File: src/rtl/hsb_ram.sv
// ----------------------------------------------------------------------------
// hsb_ram: simple dual-port synchronous RAM
// One write port, one read port, registered read data.
// ----------------------------------------------------------------------------
module hsb_ram #(
  parameter int Width = 8,
  parameter int Depth = 16,
  parameter int AddrW = $clog2(Depth)
) (
  input  logic             clk_i,
  input  logic             we_i,
  input  logic [AddrW-1:0] waddr_i,
  input  logic [Width-1:0] wdata_i,
  input  logic             re_i,
  input  logic [AddrW-1:0] raddr_i,
  output logic [Width-1:0] rdata_o
);

  logic [Width-1:0] mem [Depth];
  logic [Width-1:0] rdata_q;

  always_ff @(posedge clk_i) begin
    if (we_i) begin
      mem[waddr_i] <= wdata_i;
    end
    if (re_i) begin
      rdata_q <= mem[raddr_i];
    end
  end

  assign rdata_o = rdata_q;

endmodule

File: config.mk
export PLATFORM = sky130hd
export DESIGN_NAME = hsb_ram
export DESIGN_NICKNAME = d
export VERILOG_FILES = /design/src/rtl/hsb_ram.sv
export SDC_FILE = /design/constraint.sdc
export NUM_CORES = 1
export LEC_CHECK = 0
export ABC_AREA = 0
export BUFFER_PORTS_ARGS = -buffer_cell sky130_fd_sc_hd__buf_2
export CORE_MARGIN = 1.5
export CORE_UTILIZATION = 60
export DETAILED_ROUTE_END_ITERATION = 16
export HOLD_SLACK_MARGIN = 0.02
export PLACE_DENSITY = 0.75
export REMOVE_ABC_BUFFERS = 1
export SLEW_MARGIN = 20
export SYNTH_ARGS = -nofsm -noshare
export SYNTH_HDL_FRONTEND = slang
export SYNTH_SLANG_ARGS = --single-unit
File: constraint.sdc
create_clock -name clk_i -period 1.9 [get_ports clk_i]
set_clock_uncertainty 0.05 [all_clocks]
set_input_delay 0 -clock clk_i [delete_from_list [all_inputs] [get_ports clk_i]]
set_output_delay 0 -clock clk_i [all_outputs]
set_load 0.02 [all_outputs]
### Yosys cells after proc, flatten, opt, wreduce, memory -nomap -nowiden

Memory sizes are Yosys's and may differ from the RTL's. A register that Yosys moved wholly into a read port is not among the register bits.
Index checks and enable logic that the tools add are counted.

| word-level totals | value |
|---|---|
| register bits | 0 |
| memory bits (writable) | 128 |
| input port bits | 19 |
| output and inout bits | 8 |
| word-level logic and storage cells | 3 |
| memories | 1 |

Memory list:

| memory | words | bits a word | rd ports | clocked after memory_dff | wr ports | line | text |
|---|---|---|---|---|---|---|---|
| mem | 16 | 8 | 1 | 1 | 1 | 19 | `logic [Width-1:0] mem [Depth];` |

| operators by class | value |
|---|---|
| mux-type cells | 2 |

Operator list:

| cell | number |
|---|---|
| 2-to-1 mux 1 bit | 2 |

### Longest topological paths before layout

| depth | value |
|---|---|
| depth in word-level cells | 2 |
| mapped depth | 5 |
| mapped depth without buffers | 3 |

### Worst setup path before layout

OpenSTA, ideal clock, no wires.

| path | value |
|---|---|
| path kind | input port to flip-flop |
| start | in waddr_i[2] |
| end | mem mem[0][0] (enable) |
| library setup time | 0.383 ns |
| data arrival time | 1.110 ns |
| data required time | 1.467 ns |
| path slack | 0.357 ns |
| stages | 2 |
| path buffers | 0 |
| path through | or3b_2 -> nor3_1 |

RTL lines:

| element | line | text |
|---|---|---|
| from (decl) | 12 | `input logic [AddrW-1:0] waddr_i,` |
| to (decl) | 19 |  |

No word-level cell before the write port.

==> summary by stage <==
GRT
The via count of the first global-routing pass is 2524. In the global route stage, overall resource usage came out at 0.233. The initial antenna violation count is 0. The overflow left after global routing is 0. The first global-routing pass estimated 14.4 mm of wire. The pin count of the biggest net entering global routing is 21.

STA
The final worst setup slack is 363 ps. The final setup violation count is 0. The clock period minus worst slack is 1540 ps.

Adding up every negative setup slack in the final design gives 0 ps. The total count of hold-check failures in the final report came to 0. The period utilization is 0.809. The headroom to the max-slew limit is 0.568. For the pin with the worst max-slew slack, the measured transition is 645 ps.

The max-slew violation count was 0. Timing would allow up to 651 MHz. Setup repair after global routing left no endpoint under its margin.

Power and ir drop
The power per unit of standard cell area is 1090 mW/mm2. The design draws 6.83 mW. The worst-case IR drop observed on VDD is 0.703 mV. In this run the static leakage power is 2.16 nW.

Placement
The post-placement setup slack is 157 ps. At the end of routability-driven placement, the weighted congestion stood at 0.719. Port buffering added 26 buffers. The detailed-placement wirelength estimate is 5.79 mm. The post-placement cell area is 0.00561 mm2.

Yosys
The share of the yosys chip area belonging to registers is 0.781. The post-synthesis cell count is 229. The largest area contributor in the synthesized netlist is edfxtp_1. In this run, distinct cell masters in the synthesized netlist total 18. The share of synthesized area in the top cell type comes to 0.781.

After synthesis, the cell types taking the most area are edfxtp_1 (78%), mux4_2 (7.8%), mux4_1 (7.0%), a22oi_1 (2.3%), nor2_1 (0.93%). Counting flops and latches in the post-synthesis netlist gives 136. The synthesized netlist occupies a cell area of 0.00523 mm2. Yosys printed 0 warnings.

The average cell area after synthesis is 22.8 um2.

CTS
The cell sitting at the root of the clock tree is a clkbuf_8. The number of H-tree branching levels is 4. TritonCTS built the clock tree. At the later pin of the worst-skew pair, clock insertion delay measures 530 ps. For this design, the sink count on the clock tree is 136. The maximum buffer depth of the clock tree is 2. The number of setup buffers added after CTS is 0. The number of buffers created by CTS is 17.

The clock-pin slew of the registers on the worst-case setup and hold paths is 60 ps. The post-cts gate resize count is 0.

Floorplanning
The number of placement rows is 33. The placeable core region is 0.00834 mm2. The die covers 0.00928 mm2. The initial standard-cell utilization of the core is 0.627. The total I/O pin count is 27. From bottom edge to top edge, the die measures 96.3 um.

The floorplan step set the die width to 96.3 um.

Finish
The net count of the finished layout is 317. The number of inserted diodes is 0. The ratio of cells with drive above 1 in the final layout is 0.315. With fillers left out, the area of the finished cells amounts to 0.00629 mm2.

Fill cells in the final layout number 471. Compared with the post-synthesis result, the final layout area differs by 20.4%.

Setup path
The type of origin of the critical path is a flip-flop. The critical path is of the flip-flop to flip-flop type. Along the worst path, the maximum fanout reaches 1. The required time of the worst setup path is 2120 ps. The endpoint class of the critical path is a flip-flop. For the worst setup path, the data arrival time is 1760 ps.

Routing
The number of vias per cell is 6.08. Detailed routing inserted a total of 2528 vias. The total wirelength of the detailed-routed design is 9.56 mm.

After the first detailed-routing iteration, the DRC count stood at 162. The average routed wire per standard cell is 23.0 um. The detail route stage leaves a number of antenna-violating nets equal to 0. Before antenna repair, the detailed router went through 4 iterations. In the routed design, unresolved DRC markers number 0.

Outcome
The run finished with clean final reports.

Job
The number of maximum-capacitance constraint violations is 0.

Worst hold path
The path category of the worst min-delay check is input port to flip-flop.
-- Yosys cell counts, drive strengths merged --
master         number
nand3               1
nor2b               1
mux4               32
nand2b              2
a22oi              16
edfxtp            136
and2                1
and2b               1
nor2               13
or3b                1
clkdlybuf4s25       3
buf                 7
nand3b              2
nand2               9
nor3                4
-- layout make-up --
cell class	instances	area, um2	area share
Tap cell	105	131	0.0209
Clock buffer	18	418	0.0664
Timing Repair Buffer	60	453	0.0720
Multi-Input combinational cell	83	1060	0.168
Clock inverter	14	150	0.0239
Sequential cell	136	4080	0.649
-- path summary, 6_finish.rpt --
check              from    endpoint  slack (ps)  cells past startpoint
max           mem[2][0]  rdata_o[0]         360                      3
min          waddr_i[3]   mem[3][4]          80                      4
max reg2reg   mem[2][0]  rdata_o[0]         360                      3
min reg2reg   mem[4][3]  rdata_o[3]         690                      3
-- stage by stage --
step	instances	util	hold slack, ps
2_1_floorplan	219	-	48.9
3_3_place_gp	372	0.672	325
4_1_cts	416	0.755	63.2
3_5_place_dp	372	0.672	329
5_1_grt	416	0.755	103
6_report	416	0.755	76.7
-- power by group --
part	switching, mW	internal [mW]
sequential	0.0193	3.38
clock	1.22	1.87
combinational	0.186	0.154
total	1.42	5.41
-- per-layer routing --
metal | wire length, um | track usage | up-vias
li1 | - | - | 1121
met1 | 4040 | 0.323 | 1287
met2 | 4740 | 0.362 | 104
met3 | 646 | 0.0585 | 16
met4 | 135 | 0.0918 | 0
met5 | 0 | 0 | -
-- cell usage in the layout, fill, tap and decap left out, types with 3 or more instances in the layout --
cell type      count
dlygate4sd3_1     12
buf_2             26
buf_4             19
nand2_1            9
nor3_1             4
buf_12             3
mux4_1            14
clkbuf_16         16
clkinvlp_4         3
nor2_1            13
mux4_2            18
clkinv_4           4
clkinv_2           3
edfxtp_1         136
a22oi_1           16
-- sequential cells by signal, indices dropped and copies added, names as in the netlist --
name and flops:
mem 128, rdata_o 8
-- logic make-up after synthesis --
family,Yosys count,synth area share
compound gates,16,0.0230
buf+inv,10,0.0165
flops,136,0.781
mux,32,0.148
simple gates,35,0.0314
-- worst max-delay path, cell delays in order (launching register included) --
cell and delay [ps]:
edfxtp_1 370, mux4_1 500, a22oi_1 290, nand2_1 80
-- repair_timing --
item | CTS | global route
setup endpoints to repair | 0 | 0
hold buffers | 12 | 0
hold endpoints to repair | 168 | 0
Power figures use the tool's default switching activity.
