`config.mk`:
```
export PLATFORM = sky130hd
export DESIGN_NAME = hsb_match
export DESIGN_NICKNAME = d
export VERILOG_FILES = /design/src/rtl/hsb_pkg.sv /design/src/rtl/hsb_match.sv
export SDC_FILE = /design/constraint.sdc
export NUM_CORES = 1
export LEC_CHECK = 0
export BUFFER_PORTS_ARGS = -buffer_cell sky130_fd_sc_hd__buf_2
export CORE_MARGIN = 3
export CORE_UTILIZATION = 40
export DETAILED_ROUTE_END_ITERATION = 16
export PLACE_DENSITY = 0.79
export SYNTH_ARGS = -nofsm -noshare
export SYNTH_HDL_FRONTEND = slang
export SYNTH_SLANG_ARGS = --single-unit
```
`constraint.sdc`:
```
create_clock -name vclk -period 5
set_input_delay 0.25 -clock vclk [all_inputs]
set_output_delay 0.25 -clock vclk [all_outputs]
set_load 0.005 [all_outputs]
```
`src/rtl/hsb_pkg.sv`:
```
// ----------------------------------------------------------------------------
// hsb_pkg: shared types and constants of the bucketed hash set
// Geometry, command codes, memory row layout and stream widths.
// ----------------------------------------------------------------------------
package hsb_pkg;

  // Geometry. Buckets must be a power of two: the bucket is the low key bits.
  localparam int Buckets = 1024;
  localparam int Ways    = 4;
  localparam int KeyW    = 20;
  localparam int CmdW    = 2;
  localparam int BucketW = $clog2(Buckets);

  // Stream payload widths, rounded up to whole bytes.
  localparam int InFieldsW  = CmdW + KeyW;
  localparam int OutFieldsW = 2;
  localparam int STdataW    = ((InFieldsW + 7) / 8) * 8;
  localparam int MTdataW    = ((OutFieldsW + 7) / 8) * 8;

  typedef enum logic [CmdW-1:0] {
    CMD_ADD    = 2'd0,
    CMD_REMOVE = 2'd1,
    CMD_QUERY  = 2'd2
  } cmd_e;

  typedef enum logic [1:0] {
    ST_CLEAR,
    ST_IDLE,
    ST_LOOKUP
  } state_e;

  // One memory row holds a whole bucket.
  typedef struct packed {
    logic [Ways-1:0]           valid;
    logic [Ways-1:0][KeyW-1:0] keys;
  } row_t;

  localparam int RowW = $bits(row_t);

  // Result of one bucket lookup.
  typedef struct packed {
    logic found;
    logic status;
  } match_t;

endpackage

```
`src/rtl/hsb_match.sv`:
```
// ----------------------------------------------------------------------------
// hsb_match: bucket compare and update
// Finds the key among the valid ways, picks the lowest free way, and builds
// the row to write back for the command.
// ----------------------------------------------------------------------------
module hsb_match (
  input  hsb_pkg::row_t                  row_i,
  input  logic [hsb_pkg::CmdW-1:0]       cmd_i,
  input  logic [hsb_pkg::KeyW-1:0]       key_i,
  output hsb_pkg::row_t                  row_o,
  output hsb_pkg::match_t                match_o
);

  logic [hsb_pkg::Ways-1:0] hit_oh;
  logic [hsb_pkg::Ways-1:0] free_oh;
  logic                     hit;
  logic                     have_free;

  // Lowest matching way and lowest free way, as one-hot masks.
  always_comb begin
    hit       = 1'b0;
    have_free = 1'b0;
    hit_oh    = '0;
    free_oh   = '0;
    for (int w = 0; w < hsb_pkg::Ways; w++) begin
      if (row_i.valid[w] && (row_i.keys[w] == key_i) && !hit) begin
        hit       = 1'b1;
        hit_oh[w] = 1'b1;
      end else if (!row_i.valid[w] && !have_free) begin
        have_free  = 1'b1;
        free_oh[w] = 1'b1;
      end
    end
  end

  always_comb begin
    row_o          = row_i;
    match_o.found  = hit;
    match_o.status = 1'b0;
    unique case (hsb_pkg::cmd_e'(cmd_i))
      hsb_pkg::CMD_ADD: begin
        if (!hit) begin
          if (have_free) begin
            for (int w = 0; w < hsb_pkg::Ways; w++) begin
              if (free_oh[w]) begin
                row_o.keys[w]  = key_i;
                row_o.valid[w] = 1'b1;
              end
            end
          end else begin
            match_o.status = 1'b1;  // bucket full, add dropped
          end
        end
      end
      hsb_pkg::CMD_REMOVE: begin
        row_o.valid = row_i.valid & ~hit_oh;
      end
      default: begin
        // query; the unused code acts as a query too
      end
    endcase
  end

endmodule

```
After elaboration in Yosys (flattened, before gate mapping):

Index checks and enable logic that the tools add are counted.

* flip-flop bits (word level): 0
* input port bits: 106
* word-level logic and storage cells: 63
* output and inout bits: 86

* multiplexer cells: 36
* bitwise logic cells: 2
* equal/unequal tests: 5
* reduce and logical (&&, ||, !) cells: 20

Operators with widths (count)
* 84-bit two-way mux: 2
* 20-bit == test: 4
* 20-bit two-way mux: 4
* 80-bit two-way mux: 1
* 1-bit two-way mux: 28
* 1-bit logical AND: 10
* 1-bit logical NOT: 9
* 4-bit case mux with 2 select lines: 1
* 4-bit bitwise AND: 1
* 4-bit NOT: 1
* 2-bit by 1-bit == test with 1-bit output, second input constant: 1
* 2-bit logical NOT: 1

Logic depth before layout (Yosys ltp):

* depth after elaboration: 19
* mapped depth: 9
* gate-level depth less buffers: 7

Worst setup path after synthesis:

No wires, ideal clock.

* path type: input to output
* start: input port key_i[4] (netlist bit)
* end: output port row_o[0] (netlist bit)
* stages: 9
* required time: 4.750 ns
* buffers on the path: 2
* path slack: 2.774 ns
* data arrival time: 1.976 ns
* path through: buf_4 > xor2_1 > nor4_1 > nand4_1 > nor4_2 > nand3b_2 > nand3b_4 > buf_12 > mux2_4

RTL lines
* start, declared: RTL line hsb_match.sv:9 `input logic [hsb_pkg::KeyW-1:0] key_i,`
* end, declared: RTL line hsb_match.sv:10 `output hsb_pkg::row_t row_o,`

==> run_results.csv <==
group,metric,value,unit
run_status,status,"finished, final reports clean",
place,dp_slack,1.80,ns
routing,routed_wl,8.94,mm
finish,final_util,0.576,
critical_path,startpoint_type,"input port",
critical_path,worstPathRequired,4.75,ns
timing,setup_ws,1.79,ns
finish,nFlopsAndLatches,0,
finish,design_area,3310,sq um
routing,drt_iter0_drc,67,
floorplanning,die_x,84.5,um
timing,rsz0062_at_grt,"false",
clock_tree,cts_setup_buffers,0,
synthesis,syn-num-nets,356,
pwr,p_int,154,uW
timing,hold_viol,0,
timing,slew_viol_final,0,
finish,clkbuf_count,0,
place,place.gp.congestion,0.884,
pwr,p_sw,127,uW
timing,setup_violations,0,
critical_path,critPathMaxFanout,11,
routing,ant_nets,0,
synthesis,synth.yosys.seq_area_share,0,
floorplanning,top_level_ports,192,
critical_path,arrival,2.96,ns
routing,vias_per_cell,5.15,
pwr,power,281,uW
timing,fmax,312,MHz
global_routing,grt_pass1_wl,13.4,mm
global_routing,grt_start_max_net_pins,21,
place,place_area,3310,sq um
global_routing,antenna_found_initial,0,
global_routing,grt_pass1_vias,2588,
finish,drive_gt1_frac,0.686,
timing,tns,0,ns
pwr,p_seq_frac,0,
timing,fin_crit_sh,0.641,
finish,diodes,0,
pwr,p_sw_frac,0.453,
synthesis,synth_cells,250,
finish,n_fill_cell,517,
critical_path,cp-end-kind,"primary output",
floorplanning,num_rows,27,
synthesis,yosysWarnings,0,
clock_tree,cts_resized,0,
finish,fin_nets,522,
pwr,p_per_area,84.8,nW/um^2
finish,seq_area,0,sq um
pwr,combPwrFrac,1.000,
timing,whs,0.820,ns
floorplanning,core,5740,sq um
job,maxCapViolCount,0,
timing,tightest_slew,1.08,ns
floorplanning,dieArea,7140,sq um
finish,area.growth.synth_to_final,34.3,%
synthesis,yosys.cell_types.count,29,
pwr,p_leak,1.68,nW
timing,fin_crit,3.21,ns
pwr,p_clk_frac,0,
finish,final_cells,486,
synthesis,synth_area,2460,sq um
routing,wl_per_cell,18.4,um
floorplanning,fp.dieH,84.5,um
routing,dr_total_vias,2505,
global_routing,grt_usage,0.230,
worst_hold_path,hold_class,"in -> out",
place,io_buffers,192,
routing,drt_first_pass_iters,4,
synthesis,syn_area_per_cell,9.86,sq um
pwr,ir_drop,0.0598,mV
place,post-dp-hpwl,7.65,mm
routing,drc,0,
floorplanning,start_util,0.429,
global_routing,grt_overflow,0,
critical_path,crit_type,"in -> out",
clock_tree,hold_buffers,0,
finish,multiInputGateArea,2240,sq um
place,placedCellCount,486,
timing,relSlewSlack,0.278,
-- metal layers --
metal  vias to the layer above  global-route usage  part of all wire
li1                       1213                   -                 -
met1                      1158               0.284              0.41
met2                       130               0.440              0.51
met3                         4              0.0196             0.067
met4                         0              0.0245            0.0070
met5                         -                   0                 0
-- cell usage in the layout, fill, tap and decap left out, drive strengths merged --
cell / n
a21o: 1
mux2: 80
inv: 2
nand2: 3
nor3: 5
nand3: 5
and3: 1
nor4: 7
nand4b: 1
a21oi: 2
and2b: 1
a32oi: 1
xor2: 19
nand2b: 1
o21ai: 4
buf: 193
or2: 1
nand3b: 2
nor2: 7
nand4: 15
a31oi: 2
xnor2: 61
-- cell usage after synthesis, drive strengths merged --
library cell	n	share of area
mux2	80	0.46
xnor2	61	0.22
buf	29	0.090
xor2	19	0.068
nand4	15	0.038
nor2	7	0.011
nor4	7	0.023
nand3	5	0.010
nor3	5	0.012
o21ai	4	0.0081
nand2	3	0.0046
a21oi	2	0.0041
a31oi	2	0.0051
inv	2	0.0030
nand3b	2	0.013
a21o	1	0.0030
a32oi	1	0.011
and2b	1	0.0041
and3	1	0.0046
nand2b	1	0.0025
nand4b	1	0.0096
or2	1	0.0025
-- power groups by stage --
stage / Sequential (mW) / Clock, mW / Combinational (mW)
after floorplan: 0 / 0 / 0.167
after global placement: 0 / 0 / 0.277
after detailed placement: 0 / 0 / 0.280
after CTS: 0 / 0 / 0.282
after global routing: 0 / 0 / 0.302
final: 0 / 0 / 0.281
-- area by class of cell --
type                            instances  share of cell area
Timing Repair Buffer                  193               0.293
Inverter                                2             0.00227
Multi-Input combinational cell        219               0.678
Tap cell                               72              0.0272
-- logic make-up after synthesis --
family	Yosys count	synth area share
XOR/XNOR	80	0.284
multiplexers	80	0.457
AND/OR/NAND/NOR	49	0.135
buffers and inverters	31	0.0929
AO/OA/AOI/OAI	10	0.0315
-- critical path, stage by stage --
cell and delay (ns):
buf_2 0.18, xor2_1 0.26, nor4_1 0.11, and3_4 0.19
a32oi_4 0.29, nand3b_2 0.18, nor3_4 0.64, buf_4 0.38
mux2_4 0.32, buf_2 0.13
-- worst paths after layout --
kind | cells past startpoint | start | endpoint
setup / recovery | 10 | key_i[15] | row_o[31]
hold / removal | 3 | row_i[3] | row_o[3]
Note: power is estimated with default switching activity, not from simulation.
